### src/rtl/core/vcsp_pkg.sv
`default_nettype none
package vcsp_pkg;

  // Parameter buffer geometry
  localparam int MAX_PARAMS  = 8;
  localparam int PARAM_IDX_W = $clog2(MAX_PARAMS);
  localparam int COUNT_W     = 4;

  // Stream widths: command, char_code and eight parameter bytes, padded to bytes
  localparam int BYTE_W      = 8;
  localparam int CMD_W       = 4;
  localparam int PAYLOAD_W   = CMD_W + BYTE_W + MAX_PARAMS * BYTE_W;
  localparam int OUT_DATA_W  = ((PAYLOAD_W + 7) / 8) * 8;

  // Command codes on the output
  localparam logic [CMD_W-1:0] CMD_PRINT     = 4'd0;
  localparam logic [CMD_W-1:0] CMD_BACKSPACE = 4'd1;
  localparam logic [CMD_W-1:0] CMD_LINEFEED  = 4'd2;
  localparam logic [CMD_W-1:0] CMD_CLS       = 4'd3;
  localparam logic [CMD_W-1:0] CMD_CR        = 4'd4;
  localparam logic [CMD_W-1:0] CMD_CLG       = 4'd5;
  localparam logic [CMD_W-1:0] CMD_COLOUR    = 4'd6;
  localparam logic [CMD_W-1:0] CMD_GCOL      = 4'd7;
  localparam logic [CMD_W-1:0] CMD_DEFINE    = 4'd8;
  localparam logic [CMD_W-1:0] CMD_MODE      = 4'd9;
  localparam logic [CMD_W-1:0] CMD_GVIEWPORT = 4'd10;
  localparam logic [CMD_W-1:0] CMD_PLOT      = 4'd11;

  // Control bytes of the input stream
  localparam logic [BYTE_W-1:0] CTL_BS      = 8'd8;
  localparam logic [BYTE_W-1:0] CTL_LF      = 8'd10;
  localparam logic [BYTE_W-1:0] CTL_FF      = 8'd12;
  localparam logic [BYTE_W-1:0] CTL_CR      = 8'd13;
  localparam logic [BYTE_W-1:0] CTL_CLG     = 8'd16;
  localparam logic [BYTE_W-1:0] CTL_COLOUR  = 8'd17;
  localparam logic [BYTE_W-1:0] CTL_GCOL    = 8'd18;
  localparam logic [BYTE_W-1:0] CTL_DEFINE  = 8'd19;
  localparam logic [BYTE_W-1:0] CTL_MODE    = 8'd22;
  localparam logic [BYTE_W-1:0] CTL_GVIEW   = 8'd24;
  localparam logic [BYTE_W-1:0] CTL_PLOT    = 8'd25;
  localparam logic [BYTE_W-1:0] FIRST_PRINT = 8'd32;

  // Decoded meaning of a byte seen while nothing is pending
  typedef struct packed {
    logic               emit;
    logic               start;
    logic [CMD_W-1:0]   cmd;
    logic [COUNT_W-1:0] count;
  } code_info_t;

  // One result item
  typedef struct packed {
    logic [CMD_W-1:0]                  cmd;
    logic [BYTE_W-1:0]                 char_code;
    logic [MAX_PARAMS-1:0][BYTE_W-1:0] params;
  } result_t;

  function automatic code_info_t decode_code(input logic [BYTE_W-1:0] b);
    code_info_t info;
    info = '{emit: 1'b0, start: 1'b0, cmd: CMD_PRINT, count: '0};
    if (b >= FIRST_PRINT) begin
      info.emit = 1'b1;
    end else begin
      unique case (b)
        CTL_BS:     begin info.emit = 1'b1; info.cmd = CMD_BACKSPACE; end
        CTL_LF:     begin info.emit = 1'b1; info.cmd = CMD_LINEFEED; end
        CTL_FF:     begin info.emit = 1'b1; info.cmd = CMD_CLS; end
        CTL_CR:     begin info.emit = 1'b1; info.cmd = CMD_CR; end
        CTL_CLG:    begin info.emit = 1'b1; info.cmd = CMD_CLG; end
        CTL_COLOUR: begin info.start = 1'b1; info.cmd = CMD_COLOUR; info.count = 4'd1; end
        CTL_GCOL:   begin info.start = 1'b1; info.cmd = CMD_GCOL; info.count = 4'd2; end
        CTL_DEFINE: begin info.start = 1'b1; info.cmd = CMD_DEFINE; info.count = 4'd5; end
        CTL_MODE:   begin info.start = 1'b1; info.cmd = CMD_MODE; info.count = 4'd1; end
        CTL_GVIEW:  begin info.start = 1'b1; info.cmd = CMD_GVIEWPORT; info.count = 4'd8; end
        CTL_PLOT:   begin info.start = 1'b1; info.cmd = CMD_PLOT; info.count = 4'd5; end
        default:    info.emit = 1'b0;
      endcase
    end
    return info;
  endfunction

endpackage
`default_nettype wire

### src/rtl/core/vdu_control_stream_parser_unit.sv
`default_nettype none
// A byte accepted into in_byte is parsed, and any result it forms is loaded into out_result on m_tdata.
// Throughput: one byte per cycle; the input register frees whenever the output
// register is empty or is taken in the same cycle.
// Reset (rst, synchronous): clears the valid flags of both registers and any pending command;
// the parameter buffer keeps its contents and is only read after being written.
module vdu_control_stream_parser_unit
  import vcsp_pkg::*;
(
  input  wire logic                  clk,
  input  wire logic                  rst,
  input  wire logic                  s_tvalid,
  output logic                       s_tready,
  input  wire logic [BYTE_W-1:0]     s_tdata,   // [7:0] byte_in
  output logic                       m_tvalid,
  input  wire logic                  m_tready,
  output logic [OUT_DATA_W-1:0]      m_tdata    // [3:0] command, [11:4] char_code,
                                                // [19:12] param_0 .. [75:68] param_7
);

  logic              in_valid;
  logic [BYTE_W-1:0] in_byte;
  logic              advance;
  logic              emit;
  result_t           result;
  result_t           out_result;

  // Process the held byte once the output register can take a result
  assign advance  = in_valid && (!m_tvalid || m_tready);
  assign s_tready = !in_valid || advance;

  // Hold the incoming request
  always_ff @(posedge clk) begin
    if (rst) begin
      in_valid <= 1'b0;
    end else if (s_tready) begin
      in_valid <= s_tvalid;
    end
  end

  always_ff @(posedge clk) begin
    if (s_tready && s_tvalid) begin
      in_byte <= s_tdata;
    end
  end

  vcsp_parser u_parser (
    .clk     (clk),
    .rst     (rst),
    .advance (advance),
    .byte_in (in_byte),
    .emit    (emit),
    .result  (result)
  );

  // Drop the output once taken, load a new result when one is formed
  always_ff @(posedge clk) begin
    if (rst) begin
      m_tvalid <= 1'b0;
    end else if (advance) begin
      m_tvalid <= emit;
    end else if (m_tready) begin
      m_tvalid <= 1'b0;
    end
  end

  always_ff @(posedge clk) begin
    if (advance && emit) begin
      out_result <= result;
    end
  end

  // Pack the result, command in the lowest bits
  always_comb begin
    m_tdata = '0;
    m_tdata[CMD_W-1:0]              = out_result.cmd;
    m_tdata[CMD_W +: BYTE_W]        = out_result.char_code;
    for (int j = 0; j < MAX_PARAMS; j++) begin
      m_tdata[CMD_W + BYTE_W + j*BYTE_W +: BYTE_W] = out_result.params[j];
    end
  end

endmodule
`default_nettype wire

### src/rtl/core/vcsp_parser.sv
`default_nettype none
module vcsp_parser
  import vcsp_pkg::*;
(
  input  wire logic              clk,
  input  wire logic              rst,
  input  wire logic              advance,
  input  wire logic [BYTE_W-1:0] byte_in,
  output logic                   emit,
  output result_t                result
);

  logic [CMD_W-1:0]   pending_command, pending_command_next;
  logic [COUNT_W-1:0] needed_count, needed_count_next;
  logic [COUNT_W-1:0] fill_index, fill_index_next;
  logic [BYTE_W-1:0]  param_buffer [MAX_PARAMS];

  logic               pending;
  logic               finish;
  logic [COUNT_W-1:0] fill_inc;
  code_info_t         info;

  assign pending  = (needed_count != '0);
  assign fill_inc = fill_index + COUNT_W'(1);
  assign finish   = pending && (fill_inc == needed_count);
  assign info     = decode_code(byte_in);

  // Form the result and the next parse state
  always_comb begin
    pending_command_next = pending_command;
    needed_count_next    = needed_count;
    fill_index_next      = fill_index;
    emit                 = 1'b0;
    result.cmd           = CMD_PRINT;
    result.char_code     = '0;
    for (int j = 0; j < MAX_PARAMS; j++) begin
      result.params[j] = '0;
    end
    if (pending) begin
      fill_index_next = fill_inc;
      if (finish) begin
        emit                 = 1'b1;
        result.cmd           = pending_command;
        pending_command_next = CMD_PRINT;
        needed_count_next    = '0;
        fill_index_next      = '0;
        // Earlier parameters come from the buffer, the last one is this byte
        for (int j = 0; j < MAX_PARAMS; j++) begin
          if (COUNT_W'(j) == fill_index) begin
            result.params[j] = byte_in;
          end else if (COUNT_W'(j) < fill_index) begin
            result.params[j] = param_buffer[j];
          end
        end
      end
    end else begin
      emit       = info.emit;
      result.cmd = info.cmd;
      if (info.emit && info.cmd == CMD_PRINT) begin
        result.char_code = byte_in;
      end
      if (info.start) begin
        pending_command_next = info.cmd;
        needed_count_next    = info.count;
      end
    end
  end

  // Advance parse state on each processed byte
  always_ff @(posedge clk) begin
    if (rst) begin
      pending_command <= CMD_PRINT;
      needed_count    <= '0;
      fill_index      <= '0;
    end else if (advance) begin
      pending_command <= pending_command_next;
      needed_count    <= needed_count_next;
      fill_index      <= fill_index_next;
    end
  end

  // Store parameter bytes while a command is pending
  always_ff @(posedge clk) begin
    if (advance && pending && fill_index < COUNT_W'(MAX_PARAMS)) begin
      param_buffer[fill_index[PARAM_IDX_W-1:0]] <= byte_in;
    end
  end

endmodule
`default_nettype wire

### config.mk
export PLATFORM = sky130hd
export DESIGN_NAME = vdu_control_stream_parser_unit
export DESIGN_NICKNAME = d
export VERILOG_FILES = /design/src/rtl/core/vcsp_pkg.sv /design/src/rtl/core/vdu_control_stream_parser_unit.sv /design/src/rtl/core/vcsp_parser.sv
export SDC_FILE = /design/constraint.sdc
export NUM_CORES = 1
export LEC_CHECK = 0
export BUFFER_PORTS_ARGS = -buffer_cell sky130_fd_sc_hd__buf_4
export CAP_MARGIN = 40
export CORE_MARGIN = 5
export CORE_UTILIZATION = 30
export CTS_CLUSTER_DIAMETER = 200
export DETAILED_ROUTE_END_ITERATION = 8
export MAX_ROUTING_LAYER = met4
export PLACE_DENSITY = 0.49
export SYNTH_ARGS = -nofsm -noshare
export SYNTH_HDL_FRONTEND = slang
export SYNTH_SLANG_ARGS = --single-unit
### constraint.sdc
create_clock -name clk -period 6.3 [get_ports clk]
set_clock_uncertainty 0.1 [all_clocks]
set_input_delay 0.63 -clock clk [delete_from_list [all_inputs] [get_ports clk]]
set_output_delay 0.63 -clock clk [all_outputs]
set_load 0.02 [all_outputs]
# Yosys cells after proc, flatten, opt, wreduce, memory -nomap -nowiden
# Memory sizes are Yosys's and may differ from the RTL's.
# Cells that the tools add are included.
[word_totals] mem_bits_rw=64 latchBits=0 word_cells=109 romBits=0 inputBits=12 output_inout_bits=82 register_bits=98 mem_count=1
[op_classes] n_mux=36 bitwise_logic=1 magnitude_cmp=10 multipliers=0 div_mod_pow=0 shifts=0 reduce_logical=24 n_addsub=1 eq_ne=20
[mem_list] name="u_parser.param_buffer" depth=8 width=8 rd=8 rd_ports_with_merged_regs=0 write_ports=1 line_no="vcsp_parser.sv:16" rtl="logic [BYTE_W-1:0] param_buffer [MAX_PARAMS];"
[op_table] cell="$mux 8" count=16
[op_table] cell="$eq 8x5->1 const B" count=7
[op_table] cell="$pmux 4 s11" count=1
[op_table] cell="$eq 8x4->1 const B" count=4
[op_table] cell="$mux 4" count=8
[op_table] cell="$eq 3x4->1 const A" count=4
[op_table] cell="$lt 3x4->1 const A" count=4
[op_table] cell="$pmux 4 s4" count=1
[op_table] cell="$mux 1" count=9
[op_table] cell="$mux 9" count=1
[op_table] cell="$eq 2x4->1 const A" count=2
[op_table] cell="$ge 8x6->1 const B" count=1
[op_table] cell="$logic_not 4->1" count=2
[op_table] cell="$lt 1x4->1 const A" count=2
[op_table] cell="$lt 2x4->1 const A" count=2
[op_table] cell="$logic_and 1x1->1" count=7
[op_table] cell="$reduce_or 2->1" count=3
[op_table] cell="$reduce_or 6->1" count=1
[op_table] cell="$reduce_or 5->1" count=1
[op_table] cell="$add 4x1->4 const B" count=1
[op_table] cell="$eq 1x4->1 const A" count=1
[op_table] cell="$eq 4x4->1" count=1
[op_table] cell="$lt 4x4->1 const B" count=1
[op_table] cell="$reduce_and 2->1" count=2
[op_table] cell="7 further kinds" count=10

# Logic depth before layout (Yosys ltp)
# Gate-level depths: netlist of the first run.
[depth] ltp_word=8 mapped_depth=10 mapped_depth_nobuf=7

# Hierarchy
# A second synthesis of the first run with hierarchy kept.
[hier_totals] hier_cells=531 hier_area_um2=6791.5
[by_module_without_submodules] mod="vcsp_parser" seq_area_each_um2=2162.1 area_per_inst_um2=4132.7 cells_per_inst=431 instances=1
[by_module_without_submodules] mod="vdu_control_stream_parser_unit" seq_area_each_um2=2562.5 area_per_inst_um2=2658.8 cells_per_inst=100 instances=1

# Least setup slack after synthesis of the first run
# OpenSTA, ideal clock, no wires.
[synth_path] path_kind="register to register" from="register in_byte[3]" to="register out_result (netlist bit m_tdata[0]) (enable)" setup_ps=443 t_arrival_ps=3236 slack_ps=2521 stages_incl_launch_ff=6 n_path_buf=1 synth_period_minus_slack_ps=3779 required_time_ps=5757 path_cell_list="edfxtp_1 -> clkbuf_1 -> nor2b_1 -> nor2_1 -> o311ai_0 -> and3_1"
[synth_between] elab_chain_cells=6 word_cells_on_any_way=11 cone_classes="order compare: 1; eq/ne: 5; mux: 3; reduce/logical: 2"
[synth_rtl] item="from (decl)" line_no="vdu_control_stream_parser_unit.sv:22" rtl="logic [BYTE_W-1:0] in_byte;"
[synth_rtl] item="from (signal assigned)" line_no="vdu_control_stream_parser_unit.sv:43" rtl="in_byte <= s_tdata;"
[synth_rtl] item="$eq 8x4->1 / $eq 8x5->1 (equally long branches)" line_no="vcsp_pkg.sv:64" rtl="unique case (b)"
[synth_rtl] item="$reduce_or 5->1 (no line)"
[synth_rtl] item="$mux 1" line_no="vcsp_pkg.sv:64"
[synth_rtl] item="$mux 1 (*)" line_no="vcsp_pkg.sv:61" rtl="if (b >= FIRST_PRINT) begin"
[synth_rtl] item="$mux 1 (*)" line_no="vcsp_parser.sv:39" rtl="if (pending) begin"
[synth_rtl] item="$logic_and 1x1->1 (*)" line_no="vdu_control_stream_parser_unit.sv:68" rtl="if (advance && emit) begin"
[synth_rtl] item="to (signal assigned)" line_no="vdu_control_stream_parser_unit.sv:69" rtl="out_result <= result;"
[synth_rtl] item="to (decl)" line_no="vdu_control_stream_parser_unit.sv:26" rtl="result_t out_result;"
# Every way passes the cells marked *; elsewhere a longest branch is shown, timed or not.
# A chain may end at the register's enable or synchronous reset.

# Worst setup path in the final report of the first run
[layout_path] from="register u_parser.fill_index[0]" to="register out_result (netlist bit m_tdata[53]) (enable)"
[layout_between] elab_chain_cells=6
[layout_rtl] item="from (decl)" line_no="vcsp_parser.sv:15" rtl="logic [COUNT_W-1:0] fill_index, fill_index_next;"
[layout_rtl] item="from (signal assigned)" line_no="vcsp_parser.sv:78" rtl="fill_index <= fill_index_next;"
[layout_rtl] item="$add 4x1->4" line_no="vcsp_parser.sv:24" rtl="assign fill_inc = fill_index + COUNT_W'(1);"
[layout_rtl] item="$eq 4x4->1" line_no="vcsp_parser.sv:25" rtl="assign finish = pending && (fill_inc == needed_count);"
[layout_rtl] item="$logic_and 1x1->1" line_no="vcsp_parser.sv:25"
[layout_rtl] item="$mux 1" line_no="vcsp_parser.sv:41" rtl="if (finish) begin"
[layout_rtl] item="$mux 1" line_no="vcsp_parser.sv:39"
[layout_rtl] item="$logic_and 1x1->1" line_no="vdu_control_stream_parser_unit.sv:68"
# Every way passes these cells.

==> flow_metrics.env, run 1 <==
export IMPL_cts_setup_buffers=0
export IMPL_power_frac_seq_pct=52.2
export IMPL_synth_seq_area_share_pct=69.76
export IMPL_synth_top_family_by_area="simple AND/OR/NAND/NOR gates"
export IMPL_grt_setup_unrepaired="false"
export IMPL_syn_avg_cell_area_um2=12.66
export IMPL_clk_transition_reported_paths_ps=60
export IMPL_synthFlopType="edfxtp_1"
export IMPL_holdBufCountCts=0
export IMPL_crit_required_ps=6260
export IMPL_grt_pass1_wl_um=24900
export IMPL_synth_compound_area_share_pct=9.440
export IMPL_worstSkewPairLatency_ps=430
export IMPL_ios=94
export IMPL_grt_pass1_vias=4488
export IMPL_relSlewSlack_pct=38.86
export IMPL_drt_pass1_iterations=5
export IMPL_cts_max_level=4
export IMPL_multi_input_area_um2=1809
export IMPL_synth_xor_area_share_pct=1.108
export IMPL_diodes=0
export IMPL_synth_edf_count=148
export IMPL_holdWs_ps=276.5
export IMPL_stdcell_count=917
export IMPL_outcome="complete, no violations"
export IMPL_hold_viol=0
export IMPL_ys_async_sr_fraction_pct=0
export IMPL_register_area_um2=4725
export IMPL_post_route_period_util_pct=57.66
export IMPL_critPathKind="flip-flop to flip-flop"
export IMPL_grt_overflow_total=0
export IMPL_die_x_um=160.3
export IMPL_fillCellCount=2185
export IMPL_netSwitchingFraction_pct=21.88
export IMPL_intPower_mw=1.827
export IMPL_wl_per_cell_um=17.05
export IMPL_ir_worst_vdd_v=0.0001374
export IMPL_drtIter0Drc=513
export IMPL_p_comb_share_pct=6.2
export IMPL_yosys_area_share_simple_pct=13.87
export IMPL_fin_setup_tns_ps=0
export IMPL_numClockSinks=162
export IMPL_syn_area_um2=6773
export IMPL_via_per_inst=4.816
export IMPL_io_buffers=89
export IMPL_drc=0
export IMPL_fin_nets=635
export IMPL_path_max_fanout=40
export IMPL_place_gp_congestion=0.7756
export IMPL_grt_max_degree=68
export IMPL_areaGrowthSynthToFinish_pct=22.89
export IMPL_die_h_um=160.3
export IMPL_place_inst=885
export IMPL_power_frac_clock_pct=41.6
export IMPL_syn_inst=535
export IMPL_cts_tree="yes"
export IMPL_ys_seq_elements=162
export IMPL_cap_violations=0
export IMPL_finalCriticalPeriod_ps=3633
export IMPL_crit_path_end_kind="flip-flop"
export IMPL_finalSetupViolCount=0
export IMPL_grt_usage_pct=12.76
export IMPL_switching_power_uw=511.7
export IMPL_drive_above_1_share_pct=22.47
export IMPL_path_cells="inv_1 -> ha_1 -> xnor2_1 -> nand3_1 -> o21ai_0 -> and3_2 -> buf_4"
export IMPL_power_leakage_nw=2.861
export IMPL_ctsResizeCount=0
export IMPL_clk_path_buf_depth=2
export IMPL_wl_um=15630
export IMPL_dp_hpwl_um=10500
export IMPL_max_freq_ghz=0.2753
export IMPL_final_max_slew_violation_count=0
export IMPL_root_buffer="clkbuf_16"
export IMPL_worst_path_max_delay_cell="and3_2"
export IMPL_arrival_ps=3600
export IMPL_cts_buffers=17
export IMPL_routed_via_count=4416
export IMPL_start_util_pct=30.19
export IMPL_synth_cell_types=48
export IMPL_start_kind="flip-flop"
export IMPL_powerDensity_nw_per_um2=281.0
export IMPL_muxShareOfSynthArea_pct=1.478
export IMPL_worst_hold_path_type="primary input to flip-flop"
export IMPL_synthAdderAreaFrac_pct=0.5542
export IMPL_ys_warn_count=0
export IMPL_core_um2=22430
export IMPL_worstMarginPinSlew_ps=910.2
export IMPL_antenna_found_initial=0
export IMPL_die_area_um2=25680
export IMPL_placementRows=55
export IMPL_drtAntennaViolNets=0
export IMPL_worst_path_largest_cell_delay_ps=770
==> synthesized netlist by cell type, drive strengths merged, types with 4 or more instances <==
master	n	area [um2]
edfxtp	148	4444
mux2i	4	40.04
and2	12	75.07
inv	16	60.06
nor2b	14	87.58
nor3	14	70.07
a22oi	40	300.3
clkbuf	26	97.59
nor4	5	37.53
a31oi	9	56.30
o21ai	13	65.06
buf	16	95.09
nor2	66	257.8
nand2b	11	68.82
nand2	48	180.2
mux2	4	60.06
a21oi	27	135.1
dfxtp	14	280.3
nand3	18	95.09
==> critical path: cells and delay by family (launching register included) <==
kind                     cells  cell delay [ps]
flip-flops                   1              700
adder cells (fa/ha/maj)      1              370
XOR/XNOR                     1              150
buffers and inverters        2              760
AND/OR/NAND/NOR              2              910
AO/OA/AOI/OAI                1              240
==> cells by family (layout without fill, tap and decap cells) <==
kind of cell,after synthesis,after routing
AND/OR/NAND/NOR,197,197
flip-flops,162,162
AO/OA/AOI/OAI,99,99
buffers and inverters,58,152
multiplexers,8,8
XOR/XNOR,7,7
adder cells (fa/ha/maj),3,3
other,1,4
==> final cells by class <==
type	instances	share of cell area, %
Tap cell	285	4.284
Timing Repair Buffer	105	9.892
Inverter	16	0.7216
Clock inverter	11	1.353
Clock buffer	20	5.247
Multi-Input combinational cell	318	21.74
Sequential cell	162	56.76
==> routing by layer <==
metal  share of wire (%)  global-route usage (%)
met1                  45                   16.59
met2                  46                   18.90
met3                 6.2                   3.794
met4                 2.1                   4.810
met5                   0                       -
==> flip-flops by register name, summed over array words and instances, names as in the netlist <==
name and count:
m_tvalid 1, in_byte 8, u_parser.needed_count 4, m_tdata 76, u_parser.fill_index 4, u_parser.pending_command 4, in_valid 1, u_parser.param_buffer 64
==> worst paths after layout <==
path,startpoint,end,slack [ps],depth (start not counted)
setup / recovery,u_parser.fill_index[0],m_tdata[53],2670,7
hold / removal,s_tdata[3],in_byte[3],280,1
setup reg to reg,u_parser.fill_index[0],m_tdata[53],2670,7
hold reg to reg,u_parser.pending_command[0],u_parser.pending_command[0],380,2
==> power groups by stage <==
| stage | Sequential [mW] | Combinational [mW] | Clock, mW |
|---|---|---|---|
| floorplan | 1.26 | 0.0646 | 0 |
| global placement | 1.25 | 0.133 | 0 |
| detailed placement | 1.25 | 0.142 | 0 |
| CTS | 1.22 | 0.143 | 0.997 |
| global route | 1.22 | 0.158 | 1.04 |
| finish | 1.22 | 0.145 | 0.973 |
==> placed cells by master (no fill, tap or decap), drive strengths merged, types with 2 or more instances in the layout <==
cell type / instances
a21oi: 27
a22oi: 40
a31oi: 9
and2: 12
and3: 2
buf: 104
bufinv: 2
clkbuf: 21
clkinv: 7
conb: 4
dfxtp: 14
edfxtp: 148
ha: 3
inv: 17
mux2: 4
mux2i: 4
nand2: 48
nand2b: 11
nand3: 18
nor2: 66
nor2b: 14
nor3: 14
nor3b: 2
nor4: 5
o21ai: 13
o31ai: 2
xnor2: 3
xor2: 3
==> stage by stage <==
step / setup WS (ps) / total power [mW] / instance area, um2 / utilization [%]
2_1_floorplan: 2521 / 1.325 / 6784 / -
3_3_place_gp: 2744 / 1.384 / 7664 / 34.16
3_5_place_dp: 2585 / 1.390 / 7749 / 34.54
4_1_cts: 2570 / 2.364 / 8298 / 36.99
5_1_grt: 2251 / 2.427 / 8323 / 37.10
6_report: 2667 / 2.339 / 8323 / 37.10
(Power assumes the default switching activity.)
==> run 2, diff against run 1 <==
- PLACE_DENSITY: 0.49 -> 0.51
- clock period: 6.3 -> 3.16 ns (I/O delays scaled with it)
==> run 2 against run 1 <==
Sequential power increased by 98%. Worst hold slack got worse by 140 ps. Flip-flop and latch count unchanged. Final cell count increased by 2.1%. Wire length increased by 0.98%. Worst setup slack got worse by 2200 ps. Total power increased by 110%. Final area increased by 3.2%. Register-to-register slack got worse by 2200 ps. Sequential share of layout area decreased by 1.8 points. Critical path depth decreased by 2. Critical path type unchanged. Largest cell class unchanged.
==> flow_metrics.env, run 2 (synthesis gave the netlist of run 1 again) <==
export IMPL_path_max_fanout=69
export IMPL_place_gp_congestion=0.8145
export IMPL_core_um2=22430
export IMPL_clk_transition_reported_paths_ps=60
export IMPL_rr_startpoint="u_parser.fill_index[2]"
export IMPL_layout_commonest_cell="edfxtp_1"
export IMPL_grt_usage_pct=12.96
export IMPL_drc=0
export IMPL_ff2ff_setup_slack_ps=470
export IMPL_grt_setup_unrepaired="false"
export IMPL_die_x_um=160.3
export IMPL_routed_via_count=4389
export IMPL_placementRows=55
export IMPL_start_util_pct=30.19
export IMPL_critPathKind="flip-flop to flip-flop"
export IMPL_clk_path_buf_depth=2
export IMPL_drt_pass1_iterations=4
export IMPL_worstSkewPairLatency_ps=420
export IMPL_dp_hpwl_um=10330
export IMPL_setup_slack_ps=470.5
export IMPL_ios=94
export IMPL_crit_required_ps=3300
export IMPL_power_leakage_nw=2.992
export IMPL_fin_util_pct=38.29
export IMPL_fillCellCount=2155
export IMPL_numClockSinks=162
export IMPL_die_h_um=160.3
export IMPL_drtAntennaViolNets=0
export IMPL_hold_path_startpoint="rst"
export IMPL_ctsResizeCount=0
export IMPL_drive_above_1_share_pct=23.96
export IMPL_worstReg2RegEnd="m_tdata[27]"
export IMPL_io_buffers=89
export IMPL_hold_viol=0
export IMPL_areaGrowthSynthToFinish_pct=26.82
export IMPL_grt_pass1_vias=4646
export IMPL_worst_path_max_delay_cell="dfxtp_1"
export IMPL_finalSetupViolCount=0
export IMPL_powerDensity_nw_per_um2=580.3
export IMPL_final_max_slew_violation_count=0
export IMPL_worst_path_largest_cell_delay_ps=830
export IMPL_cts_max_level=4
export IMPL_finalCriticalPeriod_ps=2690
export IMPL_path_cells="nand3_1 -> xnor2_1 -> or3_2 -> buf_12 -> a21oi_1"
export IMPL_wl_per_cell_um=16.86
export IMPL_antenna_found_initial=0
export IMPL_hold_end="in_valid"
export IMPL_max_freq_ghz=0.3718
export IMPL_outcome="complete, no violations"
export IMPL_hold_depth=2
export IMPL_rr_worst_depth=5
export IMPL_relSlewSlack_pct=40.06
export IMPL_die_area_um2=25680
export IMPL_ir_worst_vdd_v=0.0003174
export IMPL_diodes=0
export IMPL_largest_reg_flops=76
export IMPL_via_per_inst=4.689
export IMPL_arrival_ps=2830
export IMPL_cts_buffers=17
export IMPL_fin_nets=653
export IMPL_worst_hold_path_type="primary input to flip-flop"
export IMPL_grt_overflow_total=0
export IMPL_fin_setup_tns_ps=0
export IMPL_root_buffer="clkbuf_16"
export IMPL_cts_setup_buffers=0
export IMPL_worstMarginPinSlew_ps=892.2
export IMPL_cts_tree="yes"
export IMPL_place_ws_ps=557.9
export IMPL_p_total_mw=4.984
export IMPL_crit_path_end_kind="flip-flop"
export IMPL_grt_pass1_wl_um=25500
export IMPL_drtIter0Drc=362
export IMPL_start_kind="flip-flop"
export IMPL_final_cell_mix="edfxtp_1, buf_4, nor2_1"
export IMPL_cap_violations=0
export IMPL_grt_max_degree=70
export IMPL_post_route_period_util_pct=85.11
export IMPL_wl_um=15780
-- run 2: changes by cell type in the layout (fill, tap and decap cells not counted) --
cell | before | now
buf_4 | 95 | 110
dlygate4sd3_1 | 0 | 9
clkbuf_8 | 0 | 6
buf_2 | 5 | 1
buf_8 | 4 | 0
buf_12 | 0 | 3
bufinv_16 | 2 | 4
clkbuf_1 | 3 | 1
clkinv_1 | 2 | 0
clkinv_2 | 4 | 2
clkbuf_16 | 18 | 17
clkinv_4 | 1 | 0
-- run 2: worst max-delay path by stage --
stage	start	endpoint
global route	u_parser.fill_index[2]	m_tdata[58]
global placement	u_parser.fill_index[2]	m_tdata[27]
floorplan	in_byte[3]	m_tdata[0]
finish	u_parser.fill_index[2]	m_tdata[27]
CTS	u_parser.fill_index[2]	m_tdata[25]
detailed placement	u_parser.fill_index[2]	m_tdata[25]
-- run 2: final cells by class --
class	instances	area, um2	area share, %
clock buffer	24	511.7	5.958
clock inverter	8	146.4	1.704
inverter	16	60.06	0.6992
multi-input combinational	318	1809	21.06
sequential	162	4725	55.00
tap	285	356.6	4.151
timing repair buffer	123	980.9	11.42
-- run 2: through the flow --
stage,std cells,cell area [um2],hold slack [ps]
floorplan,538,6785,314.9
global placement,894,7836,383.0
detailed placement,895,7841,363.8
CTS,936,8589,110.9
global route,936,8589,147.2
finish,936,8589,134.6
-- run 2: per-layer routing --
| layer | global-route usage, % | up-vias | share of wire, % |
|---|---|---|---|
| met5 | - | - | 0 |
| met2 | 20.96 | 122 | 49 |
| li1 | - | 2141 | - |
| met1 | 16.27 | 2113 | 45 |
| met3 | 3.303 | 13 | 4.5 |
| met4 | 3.559 | 0 | 1.1 |
-- run 2: worst max-delay path: cells and delay by family (launching register included) --
family | cells | cell delay (ps)
simple gates | 2 | 810
xor+xnor | 1 | 240
flops | 1 | 830
buf+inv | 1 | 210
compound gates | 1 | 240
-- run 2: where the power goes --
part	internal (mW)	switching (mW)
Clock	1.45	0.796
Sequential	2.39	0.0312
Combinational	0.117	0.203
-- run 2: repair_timing --
item / CTS / global route
hold buffers: 9 / 0
endpoints found under the hold margin: 9 / 0
setup endpoints to repair: 0 / 0
==> run 3, diff against run 2 <==
- BUFFER_PORTS_ARGS: -buffer_cell sky130_fd_sc_hd__buf_4 -> default
- DONT_BUFFER_PORTS: default -> 1
- GPL_ROUTABILITY_DRIVEN: default -> 0
- PLACE_DENSITY: 0.51 -> 0.47
==> run 3 against run 2 <==
Flip-flop and latch count is the same. Highest routed layer unchanged. First-iteration DRC count grew 9.7%. Count of clock-buffer cells in the layout shrank 6. Worst hold slack lost 110 ps. Wire length grew 0.23%. Die area is the same. Final area shrank 8.5%. Critical path depth grew 2. Largest power group unchanged. Clock power shrank 8%. Global-route usage shrank 0.058 points. Critical path type unchanged.
==> flow_metrics.env, run 3 (synthesis gave the netlist of run 1 again) <==
export IMPL_antenna_found_initial=0
export IMPL_grt_use_met2_pct=18.38
export IMPL_path_max_fanout=33
export IMPL_placementRows=55
export IMPL_holdBufCountCts=10
export IMPL_drive_above_1_share_pct=12.04
export IMPL_place_inst=808
export IMPL_grt_setup_unrepaired="false"
export IMPL_worst_hold_path_type="primary input to flip-flop"
export IMPL_cts_max_level=4
export IMPL_grt_max_degree=46
export IMPL_post_route_period_util_pct=87.93
export IMPL_drt_pass1_iterations=5
export IMPL_worstMarginPinSlew_ps=861.2
export IMPL_dp_hpwl_um=10300
export IMPL_die_h_um=160.3
export IMPL_outcome="complete, no violations"
export IMPL_drtIter0Drc=397
export IMPL_max_freq_ghz=0.3599
export IMPL_grt_busiest_layer="met2"
export IMPL_use_met3_pct=3.923
export IMPL_start_kind="flip-flop"
export IMPL_ctsResizeCount=0
export IMPL_clk_transition_reported_paths_ps=70
export IMPL_worst_path_largest_cell_delay_ps=780
export IMPL_grt_usage_pct=12.91
export IMPL_grt_util_met1_pct=17.05
export IMPL_grt_pass1_wl_um=24410
export IMPL_power_leakage_nw=2.532
export IMPL_ios=94
export IMPL_fin_util_pct=35.03
export IMPL_stdcell_count=850
export IMPL_path_buf_inv=2
export IMPL_path_cells="inv_1 -> ha_1 -> xnor2_1 -> nand3_1 -> or3_2 -> buf_12 -> nor2_1"
export IMPL_finalCriticalPeriod_ps=2779
export IMPL_powerDensity_nw_per_um2=602.2
export IMPL_final_max_slew_violation_count=0
export IMPL_via_per_inst=4.884
export IMPL_relSlewSlack_pct=42.14
export IMPL_finalSetupViolCount=0
export IMPL_core_um2=22430
export IMPL_fin_setup_tns_ps=0
export IMPL_die_area_um2=25680
export IMPL_cts_tree="yes"
export IMPL_die_x_um=160.3
export IMPL_io_buffers=0
export IMPL_critPathKind="flip-flop to flip-flop"
export IMPL_grt_pass1_vias=4046
export IMPL_wl_per_cell_um=18.61
export IMPL_areaGrowthSynthToFinish_pct=16.04
export IMPL_wl_um=15820
export IMPL_hold_viol=0
export IMPL_routed_via_count=4151
export IMPL_drc=0
export IMPL_crit_required_ps=3340
export IMPL_start_util_pct=30.19
export IMPL_layout_commonest_cell="edfxtp_1"
export IMPL_final_cell_mix="edfxtp_1, nor2_1, nand2_1"
export IMPL_numClockSinks=162
export IMPL_clk_path_buf_depth=2
export IMPL_cts_buffers=17
export IMPL_grt_overflow_total=0
export IMPL_arrival_ps=2950
export IMPL_root_buffer="clkbuf_16"
export IMPL_fin_nets=567
export IMPL_drtAntennaViolNets=0
export IMPL_worstSkewPairLatency_ps=430
export IMPL_cap_violations=0
export IMPL_largest_reg_flops=76
export IMPL_crit_family="simple AND/OR/NAND/NOR gates"
export IMPL_ir_worst_vdd_v=0.0003347
export IMPL_diodes=0
export IMPL_cts_setup_buffers=0
export IMPL_worst_path_max_delay_cell="or3_2"
export IMPL_crit_path_end_kind="flip-flop"
## run 3: changes by cell type in the layout (fill, tap and decap cells not counted), sizes merged
| cell | delta |
|---|---|
| buf | -87 |
| bufinv | -2 |
| clkbuf | -6 |
| clkinv | +2 |
| clkinvlp | +1 |
| dlygate4sd3 | +1 |
| inv | +5 |
## run 3: path summary, 6_finish.rpt
path | endpoint | slack [ps] | start | cells past startpoint
worst max-delay path | m_tdata[56] | 380 | u_parser.fill_index[0] | 7
worst min register to register | u_parser.pending_command[0] | 370 | u_parser.pending_command[0] | 2
worst min-delay path | u_parser.needed_count[3] | 20 | rst | 3
worst max register to register | m_tdata[56] | 380 | u_parser.fill_index[0] | 7
## run 3: layout make-up
type,count,area (um2)
clock buffer,18,429.2
clock inverter,14,152.6
fill,2190,14580
inverter,16,60.06
multi-input combinational,318,1813
sequential,162,4725
tap,285,356.6
timing repair buffer,37,322.8
## run 3: stage by stage
step	cell area (um2)	hold slack (ps)	setup WS, ps	power [mW]
3_5_place_dp	7177	295.3	417.4	2.714
6_report	7859	22.84	381.4	4.732
2_1_floorplan	6785	314.9	224.3	2.639
3_3_place_gp	7167	293.6	485.1	2.709
5_1_grt	7859	6.034	201.9	4.914
4_1_cts	7859	2.781	396.4	4.789
## run 3: metal layers
metal	up-vias	wire length (um)
met4	0	406
met5	-	0
met3	29	758
met1	2023	7364
li1	1971	-
met2	128	7290
## run 3: power breakdown
group	internal, mW	switching, mW	total [mW]
logic	0.0618	0.131	0.193
clock network	1.18	0.883	2.06
registers	2.39	0.0899	2.48
## run 3: tightest hold or removal path, stage by stage
cell and delay (ps):
nor3_1 60, nand2_1 70, mux2i_1 60
